File: src/ppf_pkg.sv
package ppf_pkg;

  // Queue geometry
  localparam int DEPTH       = 16;
  localparam int DATA_WIDTH  = 32;
  localparam int LEVEL_WIDTH = 8;
  localparam int ADDR_W      = $clog2(DEPTH);
  localparam int CNT_W       = $clog2(DEPTH + 1);

  // Command codes
  localparam logic [1:0] CMD_PUSH  = 2'd0;
  localparam logic [1:0] CMD_POP   = 2'd1;
  localparam logic [1:0] CMD_CLEAR = 2'd2;

  // Push status codes
  localparam logic [2:0] ST_NONE       = 3'd0;
  localparam logic [2:0] ST_APPENDED   = 3'd1;
  localparam logic [2:0] ST_REPLACED   = 3'd2;
  localparam logic [2:0] ST_DROP_LOWER = 3'd3;
  localparam logic [2:0] ST_DROP_FULL  = 3'd4;

  // Storage access issued by the bookkeeping logic
  typedef struct packed {
    logic                  wr_en;
    logic [ADDR_W-1:0]     wr_addr;
    logic [DATA_WIDTH-1:0] wr_data;
    logic                  rd_en;
    logic [ADDR_W-1:0]     rd_addr;
  } ram_req_t;

  // Result fields known at the time of the request
  typedef struct packed {
    logic                   pop_valid;
    logic [2:0]             push_status;
    logic                   queue_empty;
    logic [LEVEL_WIDTH-1:0] current_level;
  } res_t;

  // Advance a ring index with wrap
  function automatic logic [ADDR_W-1:0] next_slot(input logic [ADDR_W-1:0] idx);
    next_slot = (idx == ADDR_W'(DEPTH - 1)) ? '0 : idx + ADDR_W'(1);
  endfunction

endpackage

File: src/ppf_ram.sv
module ppf_ram #(
  parameter int DEPTH = 16,
  parameter int WIDTH = 32
) (
  input  logic                     clk,
  input  logic                     wr_en,
  input  logic [$clog2(DEPTH)-1:0] wr_addr,
  input  logic [WIDTH-1:0]         wr_data,
  input  logic                     rd_en,
  input  logic [$clog2(DEPTH)-1:0] rd_addr,
  output logic [WIDTH-1:0]         rd_data
);

  logic [WIDTH-1:0] mem [DEPTH];

  // Write port
  always_ff @(posedge clk) begin
    if (wr_en) begin
      mem[wr_addr] <= wr_data;
    end
  end

  // Registered read port
  always_ff @(posedge clk) begin
    if (rd_en) begin
      rd_data <= mem[rd_addr];
    end
  end

endmodule

File: src/ppf_ctrl.sv
module ppf_ctrl (
  input  logic                           clk,
  input  logic                           rst,
  input  logic                           accept,
  input  logic [1:0]                     command,
  input  logic [ppf_pkg::DATA_WIDTH-1:0] item_value,
  input  logic [ppf_pkg::LEVEL_WIDTH-1:0] item_priority,
  output ppf_pkg::ram_req_t              ram_req,
  output ppf_pkg::res_t                  res
);

  logic [ppf_pkg::ADDR_W-1:0]      read_index, read_index_next;
  logic [ppf_pkg::ADDR_W-1:0]      write_index, write_index_next;
  logic [ppf_pkg::CNT_W-1:0]       item_count, item_count_next;
  logic [ppf_pkg::LEVEL_WIDTH-1:0] held_level, held_level_next;

  // Decide the queue update and storage access for one request
  always_comb begin
    read_index_next  = read_index;
    write_index_next = write_index;
    item_count_next  = item_count;
    held_level_next  = held_level;
    ram_req          = '0;
    ram_req.wr_data  = item_value;
    res.pop_valid    = 1'b0;
    res.push_status  = ppf_pkg::ST_NONE;

    if (accept) begin
      case (command)
        ppf_pkg::CMD_PUSH: begin
          if (item_count == '0 || item_priority > held_level) begin
            // start a fresh queue holding just this item
            ram_req.wr_en    = 1'b1;
            ram_req.wr_addr  = '0;
            read_index_next  = '0;
            write_index_next = ppf_pkg::next_slot('0);
            item_count_next  = ppf_pkg::CNT_W'(1);
            held_level_next  = item_priority;
            res.push_status  = (item_count == '0) ? ppf_pkg::ST_APPENDED
                                                  : ppf_pkg::ST_REPLACED;
          end else if (item_priority == held_level) begin
            if (item_count == ppf_pkg::CNT_W'(ppf_pkg::DEPTH)) begin
              res.push_status = ppf_pkg::ST_DROP_FULL;
            end else begin
              ram_req.wr_en    = 1'b1;
              ram_req.wr_addr  = write_index;
              write_index_next = ppf_pkg::next_slot(write_index);
              item_count_next  = item_count + ppf_pkg::CNT_W'(1);
              res.push_status  = ppf_pkg::ST_APPENDED;
            end
          end else begin
            res.push_status = ppf_pkg::ST_DROP_LOWER;
          end
        end
        ppf_pkg::CMD_POP: begin
          if (item_count != '0) begin
            ram_req.rd_en   = 1'b1;
            ram_req.rd_addr = read_index;
            res.pop_valid   = 1'b1;
            if (item_count == ppf_pkg::CNT_W'(1)) begin
              read_index_next  = '0;
              write_index_next = '0;
              item_count_next  = '0;
              held_level_next  = '0;
            end else begin
              read_index_next = ppf_pkg::next_slot(read_index);
              item_count_next = item_count - ppf_pkg::CNT_W'(1);
            end
          end
        end
        ppf_pkg::CMD_CLEAR: begin
          read_index_next  = '0;
          write_index_next = '0;
          item_count_next  = '0;
          held_level_next  = '0;
        end
        default: begin
        end
      endcase
    end

    res.queue_empty   = (item_count_next == '0);
    res.current_level = (item_count_next == '0) ? '0 : held_level_next;
  end

  // Hold queue bookkeeping
  always_ff @(posedge clk) begin
    if (rst) begin
      read_index  <= '0;
      write_index <= '0;
      item_count  <= '0;
      held_level  <= '0;
    end else begin
      read_index  <= read_index_next;
      write_index <= write_index_next;
      item_count  <= item_count_next;
      held_level  <= held_level_next;
    end
  end

endmodule

File: src/priority_preempting_fifo_top.sv
// Channel  Handshake              Payload
// in       in_valid / in_ready    command, item_value, item_priority
// out      out_valid / out_ready  pop_data, pop_valid, push_status, queue_empty, current_level
//
// Push, clear and no-op results are registered directly; a pop that returns an
// item first passes through the S_READ state, as the item store's read port is registered.
// The next request is taken while a result waits only if out_ready drains it.
// Synchronous reset empties the queue; store contents stay undefined.
// A stall on out holds the result register and blocks new requests.
// Reads and writes of the store never overlap: requests are taken one at a time.
module priority_preempting_fifo_top (
  input  logic                            clk,
  input  logic                            rst,
  input  logic                            in_valid,
  output logic                            in_ready,
  input  logic [1:0]                      command,
  input  logic [ppf_pkg::DATA_WIDTH-1:0]  item_value,
  input  logic [ppf_pkg::LEVEL_WIDTH-1:0] item_priority,
  output logic                            out_valid,
  input  logic                            out_ready,
  output logic [ppf_pkg::DATA_WIDTH-1:0]  pop_data,
  output logic                            pop_valid,
  output logic [2:0]                      push_status,
  output logic                            queue_empty,
  output logic [ppf_pkg::LEVEL_WIDTH-1:0] current_level
);

  localparam logic S_IDLE = 1'b0;
  localparam logic S_READ = 1'b1;

  logic                          state;
  logic                          accept;
  ppf_pkg::ram_req_t             ram_req;
  ppf_pkg::res_t                 res;
  logic [ppf_pkg::DATA_WIDTH-1:0] rd_data;

  assign in_ready = (state == S_IDLE) && (!out_valid || out_ready);
  assign accept   = in_valid && in_ready;

  ppf_ctrl u_ctrl (
    .clk           (clk),
    .rst           (rst),
    .accept        (accept),
    .command       (command),
    .item_value    (item_value),
    .item_priority (item_priority),
    .ram_req       (ram_req),
    .res           (res)
  );

  ppf_ram #(
    .DEPTH (ppf_pkg::DEPTH),
    .WIDTH (ppf_pkg::DATA_WIDTH)
  ) u_ram (
    .clk     (clk),
    .wr_en   (ram_req.wr_en),
    .wr_addr (ram_req.wr_addr),
    .wr_data (ram_req.wr_data),
    .rd_en   (ram_req.rd_en),
    .rd_addr (ram_req.rd_addr),
    .rd_data (rd_data)
  );

  // Sequence requests and show results
  always_ff @(posedge clk) begin
    if (rst) begin
      state     <= S_IDLE;
      out_valid <= 1'b0;
    end else begin
      case (state)
        S_IDLE: begin
          if (accept) begin
            if (res.pop_valid) begin
              state     <= S_READ;
              out_valid <= 1'b0;
            end else begin
              out_valid <= 1'b1;
            end
          end else if (out_ready) begin
            out_valid <= 1'b0;
          end
        end
        S_READ: begin
          state     <= S_IDLE;
          out_valid <= 1'b1;
        end
        default: begin
          state <= S_IDLE;
        end
      endcase
    end
  end

  // Capture result payload
  always_ff @(posedge clk) begin
    if (accept) begin
      pop_valid     <= res.pop_valid;
      push_status   <= res.push_status;
      queue_empty   <= res.queue_empty;
      current_level <= res.current_level;
      pop_data      <= '0;
    end else if (state == S_READ) begin
      pop_data <= rd_data;
    end
  end

endmodule

File: config.mk
export PLATFORM = sky130hd
export DESIGN_NAME = priority_preempting_fifo_top
export DESIGN_NICKNAME = d
export VERILOG_FILES = /design/src/ppf_pkg.sv /design/src/ppf_ram.sv /design/src/ppf_ctrl.sv /design/src/priority_preempting_fifo_top.sv
export SDC_FILE = /design/constraint.sdc
export NUM_CORES = 1
export LEC_CHECK = 0
export BUFFER_PORTS_ARGS = -buffer_cell sky130_fd_sc_hd__buf_2
export CORE_ASPECT_RATIO = 1.75
export CORE_UTILIZATION = 43
export CTS_BUF_LIST = sky130_fd_sc_hd__clkbuf_4
export DETAILED_ROUTE_END_ITERATION = 12
export SLEW_MARGIN = 25
export SYNTH_ARGS = -nofsm -noshare
export SYNTH_HDL_FRONTEND = slang
export SYNTH_SLANG_ARGS = --single-unit
File: constraint.sdc
create_clock -name clk -period 6.48 [get_ports clk]
set_input_delay 0.972 -clock clk [delete_from_list [all_inputs] [get_ports clk]]
set_output_delay 0.972 -clock clk [all_outputs]
set_load 0.02 [all_outputs]
==> flow_summary.yaml, run 1 <==
drt:
  detailedRoute.firstPassIterationCount: 6
  vias_per_cell: 5.69
  drc_errors: 0
  routed_wl_microns: 59100
  drtIter0Drc: 986
  vias: 13900
  wl_per_cell_microns: 24.1
  final_antenna_net_count: 0
clocking:
  numCtsBuffers: 141
  cts_root_buf: "clkbuf_4"
  htreeDepth: 4
  cts_resized: 0
  postCtsSetupBuffers: 0
  clockBufferDepth: 3
  cts.clk_slew.worst_paths_ns: 0.07
  hold_buffers: 0
  cts_tree: "built"
  insertion_delay_ns: 0.87
  cts.sink_count: 612
setup_path:
  critPathMaxStageDelay_ns: 1.05
  critPathCaptureType: "flop"
  slowest_stage: "nand2b_2"
  crit_type: "flop to flop"
  cp.buffers_inverters: 2
  cp.required_ns: 7.15
  arrival_ns: 5.24
  crit_family: "simple AND/OR/NAND/NOR gates"
  cp-start-kind: "flop"
  worstPathMaxFanout: 40
  path_cells: "inv_1 -> ha_1 -> nor4b_4 -> nor4_4 -> buf_4 -> nand2_2 -> nand2b_2 -> o221ai_1 -> a2bb2oi_1 -> o21ai_0"
global_routing:
  grt_pass1_wl_microns: 88300
  antenna_found_initial: 2
  grt_overflow: 0
  grt_pass1_vias: 14500
  grt_max_degree: 56
  track_usage_pct: 21.1
synth:
  ys_types: 57
  ys_seq_area_share_pct: 74.1
  synth_ff_type: "edfxtp_1"
  synth_cells: 1473
  synth-edff-count: 557
  yosysTopAreaCell: "edfxtp_1"
  ys_ff_latch: 612
  syn-num-nets: 1536
  synth_area_sq_um: 24000
  ys_warn_count: 0
  netlist_top_cells_count: "557 x edfxtp_1, 155 x mux2i_1, 117 x nand2_1"
  yosys.cell_count.top_type: "edfxtp_1"
  async_flop_share_pct: 0
  yosys-top-cells-area: "edfxtp_1 70%, mux2i_1 6.5%, dfxtp_1 4.6%, mux4_2 3.3%, o221ai_1 2.2%"
  synth_top_area_share_pct: 69.6
  syn_area_per_cell_sq_um: 16.3
outcome:
  outcome: "finished clean"
sta:
  rsz0062_at_grt: "no"
  skew_ns: 0.0606
  maxSlewViolCount: 0
  setup_tns_ns: 0
  setup_violations: 0
  hold_violations: 0
  period_minus_slack_ns: 4.57
  fin_crit_sh_pct: 70.5
  slew_headroom_pct: 28.0
  fmax_ghz: 0.219
  worstMarginPinSlew_ns: 1.08
power_and_ir_drop:
  clkPwrFrac_pct: 40.9
  swShare_pct: 21.1
  p_per_area_nw_per_um2: 281
  internal_power_w: 0.00605
  combinationalPowerShare_pct: 2.6
  power_leakage_nw: 8.82
  pwr-share-seq_pct: 56.4
  p_sw_w: 0.00162
  ir_drop_v: 0.000119
layout:
  synthToLayoutAreaGrowth_pct: 13.5
  finalNonFillerCells: 2449
  drive_gt1_share_pct: 24.1
  nNetsFinal: 1714
placed_design:
  dp.cells: 2204
  place.gp.congestion: 0.785
  dp_hpwl_microns: 32400
  portBuffers: 92
floorplanning:
  dieArea_sq_um: 56900
  die_x_microns: 181
  std_cell_rows: 114
  die_y_microns: 315
  start_util_pct: 43.6
  top_level_ports: 93
  coreArea_sq_um: 55200
min_path:
  hold_path.class: "input port to flop"
run:
  maxCapViolations: 0
==> worst reg2reg max path: cells and delay by family, from the launching register on <==
family                   cells  cell delay, ns
AND/OR/NAND/NOR              4            2.28
buffers and inverters        2            0.79
AO/OA/AOI/OAI                3            0.55
flip-flops                   1            0.50
adder cells (fa/ha/maj)      1            0.26
==> layout make-up <==
type	count	area (sq um)
inverters	15	57.6
multi-input cells	752	5880
flip-flops and latches	612	17800
diodes	1	2.50
fillers	4683	27900
clock buffers	202	1520
repair buffers	129	788
clock inverters	42	332
well taps	696	871
==> state kept, by name, summed over array words and instances, names as in the netlist <==
register	count
current_level	8
out_valid	1
pop_data	32
pop_valid	1
push_status	3
queue_empty	1
state	1
u_ctrl.held_level	8
u_ctrl.item_count	5
u_ctrl.read_index	4
u_ctrl.write_index	4
u_ram.mem	512
u_ram.rd_data	32
==> power groups by stage <==
stage / sequential, W / clock [W] / combinational (W)
3_5_place_dp: 0.00441 / 0 / 0.000202
5_1_grt: 0.00433 / 0.00340 / 0.000220
3_3_place_gp: 0.00441 / 0 / 0.000195
6_report: 0.00433 / 0.00314 / 0.000201
2_1_floorplan: 0.00442 / 0 / 0.000102
4_1_cts: 0.00433 / 0.00323 / 0.000202
==> placed cells by master (no fill, tap or decap), drive strengths merged, types with 43 or more instances in the layout <==
master,synthesis,layout
a21oi,51,51
buf,39,129
clkbuf,55,202
dfxtp,55,55
edfxtp,557,557
mux2i,155,155
nand2,118,118
nor2,66,66
o21ai,43,43
o221ai,61,61
==> kinds of logic (layout without fill, tap and decap cells) <==
logic type      count (synthesis)  after routing  share of synthesized area (%)
flops                         612            612                           74.1
simple gates                  291            291                           5.72
compound gates                248            248                           7.29
mux                           194            194                           9.92
buf+inv                       109            388                           1.97
fa+ha+maj                      17             17                          0.885
xor+xnor                        2              2                         0.0729
other cells                     0              1                              0
==> worst paths after layout <==
kind                             start          endpoint  slack (ns)  depth (start not counted)
setup / recovery  u_ctrl.item_count[0]  u_ram.rd_data[0]        1.91                         10
hold / removal                in_valid         out_valid        0.40                          3
setup reg to reg  u_ctrl.item_count[0]  u_ram.rd_data[0]        1.91                         10
hold reg to reg           pop_data[20]      pop_data[20]        0.49                          2
==> metal layers <==
| layer | track usage, % | wire length, microns | share of wire [%] | up-vias |
|---|---|---|---|---|
| li1 | - | - | - | 6260 |
| met1 | 24.8 | 23000 | 39 | 6987 |
| met2 | 37.0 | 30700 | 52 | 543 |
| met3 | 4.54 | 3410 | 5.8 | 135 |
| met4 | 9.29 | 1920 | 3.2 | 2 |
| met5 | 0 | 17 | 0.029 | - |
==> per-stage QoR <==
step | utilization (%) | area [sq um] | hold slack [ns] | total power, W | worst slack (ns)
6_report | 49.4 | 27300 | 0.402 | 0.00767 | 1.91
5_1_grt | 49.4 | 27300 | 0.359 | 0.00795 | 1.69
4_1_cts | 49.4 | 27300 | 0.305 | 0.00776 | 2.00
3_5_place_dp | 46.0 | 25400 | 0.474 | 0.00461 | 1.33
3_3_place_gp | 46.0 | 25400 | 0.472 | 0.00461 | 1.50
2_1_floorplan | - | 24000 | 0.456 | 0.00452 | 0.152
Power figures use the tool's default switching activity.
==> run 2: changes to the inputs <==
Settings changed: ABC_AREA from default to 1.
Clock period 6.48 ns to 4.2 ns, I/O delays scaled along.
==> flow_summary.yaml, run 2 <==
synth:
  syn-num-nets: 2122
  synth_compound_area_share_pct: 9.82
  yosys.cell_count.top_type: "edfxtp_1"
  yosysTopAreaCell: "edfxtp_1"
  yosys-top-cells-area: "edfxtp_1 67%, nand2_1 7.4%, dfxtp_1 4.4%, o21ai_0 3.4%, o211ai_1 2.9%"
  synth_ff_type: "edfxtp_1"
  synthMuxAreaShare_pct: 0
  syn_area_per_cell_sq_um: 12.1
  netlist_top_cells_count: "557 x edfxtp_1, 488 x nand2_1, 169 x o21ai_0"
  ys_warn_count: 0
  async_flop_share_pct: 0
  synth-edff-count: 557
  ys_types: 40
  synth-xor-area-share_pct: 0.282
  synth_cells: 2059
  ys_seq_area_share_pct: 71.8
  synth_top_family_by_area: "simple AND/OR/NAND/NOR gates"
  synth_top_area_share_pct: 67.4
  ys_ff_latch: 612
  yosys.area_share.simple_pct: 12.6
  synth_area_sq_um: 24800
  synthAdderAreaFrac_pct: 0.857
global_routing:
  track_usage_pct: 21.6
  met3_usage_pct: 4.50
  top_usage_layer: "met2"
  use_met2_pct: 37.7
  use_met1_pct: 24.5
  grt_overflow: 0
  grt_max_degree: 128
  grt_pass1_vias: 16500
  antenna_found_initial: 3
  grt_pass1_wl_microns: 94600
setup_path:
  cp-startpoint: "u_ctrl.item_count[1]"
  crit_family: "simple AND/OR/NAND/NOR gates"
  reg2reg_from: "u_ctrl.item_count[1]"
  critPathMaxStageDelay_ns: 0.44
  cp-endpoint: "u_ram.rd_data[7]"
  path_cells: "inv_1 -> ha_1 -> nand3_2 -> nand2_2 -> nor2_8 -> nand2_8 -> buf_4 -> buf_4 -> o21ai_0 -> o211ai_1 -> o211ai_1 -> nand2_1"
  r2r_setup_slack_ns: 0.81
  cp.required_ns: 4.80
  r2r_cells: 12
  cp-start-kind: "flop"
  cp.buffers_inverters: 3
  crit_type: "flop to flop"
  crit_cells: 12
  critPathCaptureType: "flop"
  arrival_ns: 3.99
  slowest_stage: "dfxtp_1"
  worstPathMaxFanout: 101
  timing.rr.end: "u_ram.rd_data[7]"
min_path:
  hold_path.class: "input port to flop"
  hp-start: "item_value[11]"
clocking:
  insertion_delay_ns: 0.88
  numCtsBuffers: 143
  htreeDepth: 4
  hold_buffers: 1
  postCtsSetupBuffers: 0
  cts.clk_slew.worst_paths_ns: 0.07
  cts_resized: 0
  clockBufferDepth: 3
  cts_tree: "built"
  cts.sink_count: 612
  cts_root_buf: "clkbuf_4"
sta:
  worstMarginPinSlew_ns: 0.834
  fin_crit_sh_pct: 80.7
  postLayoutSetupSlackWorst_ns: 0.812
  period_minus_slack_ns: 3.39
  fmax_ghz: 0.295
  setup_tns_ns: 0
  maxSlewViolCount: 0
  rsz0062_at_grt: "no"
  slew_headroom_pct: 44.4
  setup_violations: 0
  skew_ns: 0.0543
  hold_violations: 0
floorplanning:
  coreArea_sq_um: 57000
  start_util_pct: 43.5
  dieArea_sq_um: 58700
  die_y_microns: 320
  die_x_microns: 184
  std_cell_rows: 116
  top_level_ports: 93
layout:
  top_register: "u_ram.mem"
  largest_reg_flops: 512
  drive_gt1_share_pct: 17.6
  nNetsFinal: 2286
  num-fill-cells: 5006
  synthToLayoutAreaGrowth_pct: 14.2
  reg_top3: "u_ram.mem x512, pop_data x32, u_ram.rd_data x32"
  layout_common_cells: "557 x edfxtp_1, 487 x nand2_1, 214 x clkbuf_4, 169 x o21ai_0, 145 x inv_1"
  register_area_sq_um: 17800
  multiInputGateArea_sq_um: 5990
  layout_commonest_cell: "edfxtp_1"
power_and_ir_drop:
  p_per_area_nw_per_um2: 434
  ir_drop_v: 0.000189
  power_leakage_nw: 10.4
placed_design:
  portBuffers: 92
  place.gp.congestion: 0.836
  pre_cts_ws_ns: 0.663
  dp_hpwl_microns: 34700
drt:
  detailedRoute.firstPassIterationCount: 7
  drtIter0Drc: 1281
  routed_wl_microns: 62200
  wl_per_cell_microns: 20.0
  drc_errors: 0
  final_antenna_net_count: 0
  vias_per_cell: 5.30
  vias: 16500
outcome:
  outcome: "finished clean"
run:
  maxCapViolations: 0
-- run 2: kinds of logic (layout without fill, tap and decap cells) --
kind of cell	after synthesis	after routing
XOR/XNOR	8	8
AND/OR/NAND/NOR	770	770
flip-flops	612	612
adder cells (fa/ha/maj)	17	17
AO/OA/AOI/OAI	385	385
other	0	2
buffers and inverters	267	547
-- run 2: layer usage --
| layer | routed length [microns] | vias to the layer above |
|---|---|---|
| met2 | 32200 | 614 |
| met3 | 3800 | 153 |
| met4 | 2640 | 2 |
| met1 | 23500 | 7972 |
| li1 | - | 7728 |
| met5 | 13 | - |
-- run 2: per-stage QoR --
stage	hold WS [ns]	utilization, %	total power (W)	std cells	cell area [sq um]
3_5_place_dp	0.500	46.2	0.00736	2844	26300
4_1_cts	0.0545	49.7	0.0124	3106	28300
5_1_grt	0.0661	49.7	0.0128	3108	28300
3_3_place_gp	0.486	46.2	0.00735	2844	26300
6_report	0.141	49.7	0.0123	3108	28300
2_1_floorplan	0.471	-	0.00714	2059	24800
-- run 2: final cells by class --
cell class | count | area share (%)
multi-input cells | 1180 | 21.1
clock buffers | 214 | 5.67
repair buffers | 138 | 3.57
clock inverters | 47 | 1.32
diodes | 2 | 0.0177
well taps | 767 | 3.39
flip-flops and latches | 612 | 62.9
inverters | 148 | 1.97
-- run 2: where the power goes --
part	internal, W	total [W]	leakage [nW]	switching, W
combinational	0.000133	0.000496	3.71	0.000364
sequential	0.00668	0.00673	5.47	0.0000422
clock	0.00277	0.00507	1.18	0.00229
-- run 2: worst min path at each step --
stage                                 endpoint  depth (start not counted)  slack [ns]
after global placement    u_ctrl.held_level[3]                          2        0.49
after floorplan           u_ctrl.held_level[1]                          2        0.47
final                         u_ram.mem[8][11]                          1        0.14
after global routing          u_ram.mem[2][18]                          1        0.07
after CTS                     u_ram.mem[2][18]                          1        0.05
after detailed placement  u_ctrl.held_level[1]                          2        0.50
==> run 3: changes to the inputs <==
Clock period 4.2 ns to 3.5 ns, I/O delays scaled along.
==> flow_summary.yaml, run 3 (synthesis results as in run 2) <==
outcome:
  outcome: "finished clean"
setup_path:
  path_cells: "inv_1 -> ha_1 -> nand2_1 -> nor2_1 -> nand2_2 -> nor2_4 -> inv_1 -> nor3_1 -> nand3_1 -> nor2_4 -> buf_12"
  slowest_stage: "nand3_1"
  cp.buffers_inverters: 3
  crit_family: "simple AND/OR/NAND/NOR gates"
  r2r_setup_slack_ns: 0.35
  cp-start-kind: "flop"
  arrival_ns: 3.66
  worstPathMaxFanout: 32
  crit_type: "flop to flop"
  critPathCaptureType: "flop"
  critPathMaxStageDelay_ns: 0.41
  cp.required_ns: 4.01
drt:
  vias_per_cell: 5.28
  vias: 16500
  wl_per_cell_microns: 19.9
  drtIter0Drc: 1189
  final_antenna_net_count: 0
  detailedRoute.firstPassIterationCount: 5
  drc_errors: 0
  routed_wl_microns: 62400
sta:
  rsz0062_at_grt: "no"
  slew_headroom_pct: 53.4
  fmax_ghz: 0.318
  maxSlewViolCount: 0
  skew_ns: 0.0611
  postLayoutSetupSlackWorst_ns: 0.353
  setup_violations: 0
  hold_violations: 0
  hold_slack_ns: 0.0778
  period_minus_slack_ns: 3.15
  worstMarginPinSlew_ns: 0.700
  fin_crit_sh_pct: 89.9
layout:
  top_register: "u_ram.mem"
  drive_gt1_share_pct: 17.3
  reg_top3: "u_ram.mem x512, pop_data x32, u_ram.rd_data x32"
  nNetsFinal: 2320
  utilization_pct: 50.5
  finish.instance_area_sq_um: 28800
  synthToLayoutAreaGrowth_pct: 16.1
  largest_reg_flops: 512
  layout_common_cells: "557 x edfxtp_1, 487 x nand2_1, 211 x clkbuf_4, 169 x o21ai_0, 145 x inv_1"
  layout_commonest_cell: "edfxtp_1"
power_and_ir_drop:
  p_per_area_nw_per_um2: 514
  clkPwrFrac_pct: 41.2
  swShare_pct: 21.9
  ir_drop_v: 0.000226
  power_leakage_nw: 10.5
  finalPower_w: 0.0148
  pwr-share-seq_pct: 54.4
  p_sw_w: 0.00323
  internal_power_w: 0.0116
  combinationalPowerShare_pct: 4.4
global_routing:
  antenna_found_initial: 2
  grt_pass1_vias: 16500
  track_usage_pct: 21.6
  grt_max_degree: 134
  grt_pass1_wl_microns: 94800
  grt_overflow: 0
placed_design:
  dpl_cell_area_sq_um: 26500
  pre_cts_ws_ns: 0.185
  place.gp.congestion: 0.869
  dp_hpwl_microns: 35400
  portBuffers: 92
clocking:
  cts_root_buf: "clkbuf_4"
  clockBufferDepth: 3
  cts.sink_count: 612
  postCtsSetupBuffers: 0
  insertion_delay_ns: 0.88
  htreeDepth: 4
  cts_tree: "built"
  cts_resized: 0
  cts.clk_slew.worst_paths_ns: 0.07
  hold_buffers: 32
  numCtsBuffers: 141
floorplanning:
  dieArea_sq_um: 58700
  top_level_ports: 93
  coreArea_sq_um: 57000
  start_util_pct: 43.5
  std_cell_rows: 116
  die_x_microns: 184
  die_y_microns: 320
min_path:
  hold_path.class: "input port to flop"
run:
  maxCapViolations: 0
[run 3: metal layers]
| metal | track usage [%] | vias up | routed length, microns |
|---|---|---|---|
| met3 | 3.27 | 159 | 3040 |
| met4 | 12.4 | 0 | 2650 |
| met5 | 0 | - | 0 |
| li1 | - | 7798 | - |
| met2 | 38.0 | 566 | 32500 |
| met1 | 24.7 | 8025 | 24200 |
[run 3: power groups by stage]
| stage | sequential [W] | clock (W) | combinational [W] |
|---|---|---|---|
| 6_report | 0.00806 | 0.00609 | 0.000654 |
| 5_1_grt | 0.00806 | 0.00660 | 0.000720 |
| 2_1_floorplan | 0.00824 | 0 | 0.000328 |
| 3_3_place_gp | 0.00822 | 0 | 0.000616 |
| 4_1_cts | 0.00806 | 0.00628 | 0.000660 |
| 3_5_place_dp | 0.00822 | 0 | 0.000630 |
[run 3: area by class of cell]
type,instances,area [sq um]
multi-input cells,1180,5990
inverters,148,559
clock inverters,43,383
clock buffers,211,1580
flip-flops and latches,612,17800
diodes,1,2.50
repair buffers,174,1510
well taps,767,960
fillers,5026,28200
[run 3: worst paths after layout]
path,start,end,depth (start not counted)
hold / removal,item_value[7],u_ram.mem[6][7],1
setup reg to reg,u_ctrl.held_level[7],u_ram.mem[15][9],11
hold reg to reg,u_ram.rd_data[8],pop_data[8],4
setup / recovery,u_ctrl.held_level[7],u_ram.mem[15][9],11
[run 3: worst register-to-register path, stage by stage, from the launching register on]
cell and delay, ns:
dfxtp_1 0.33, inv_1 0.06, ha_1 0.29, nand2_1 0.08, nor2_1 0.21, nand2_2 0.19
nor2_4 0.23, inv_1 0.14, nor3_1 0.30, nand3_1 0.41, nor2_4 0.25, buf_12 0.26
[run 3: per-stage QoR]
step / instances / setup TNS [ns]
2_1_floorplan: 2059 / -61.13
3_3_place_gp: 2849 / 0
3_5_place_dp: 2849 / 0
4_1_cts: 3135 / 0
5_1_grt: 3136 / 0
6_report: 3136 / 0
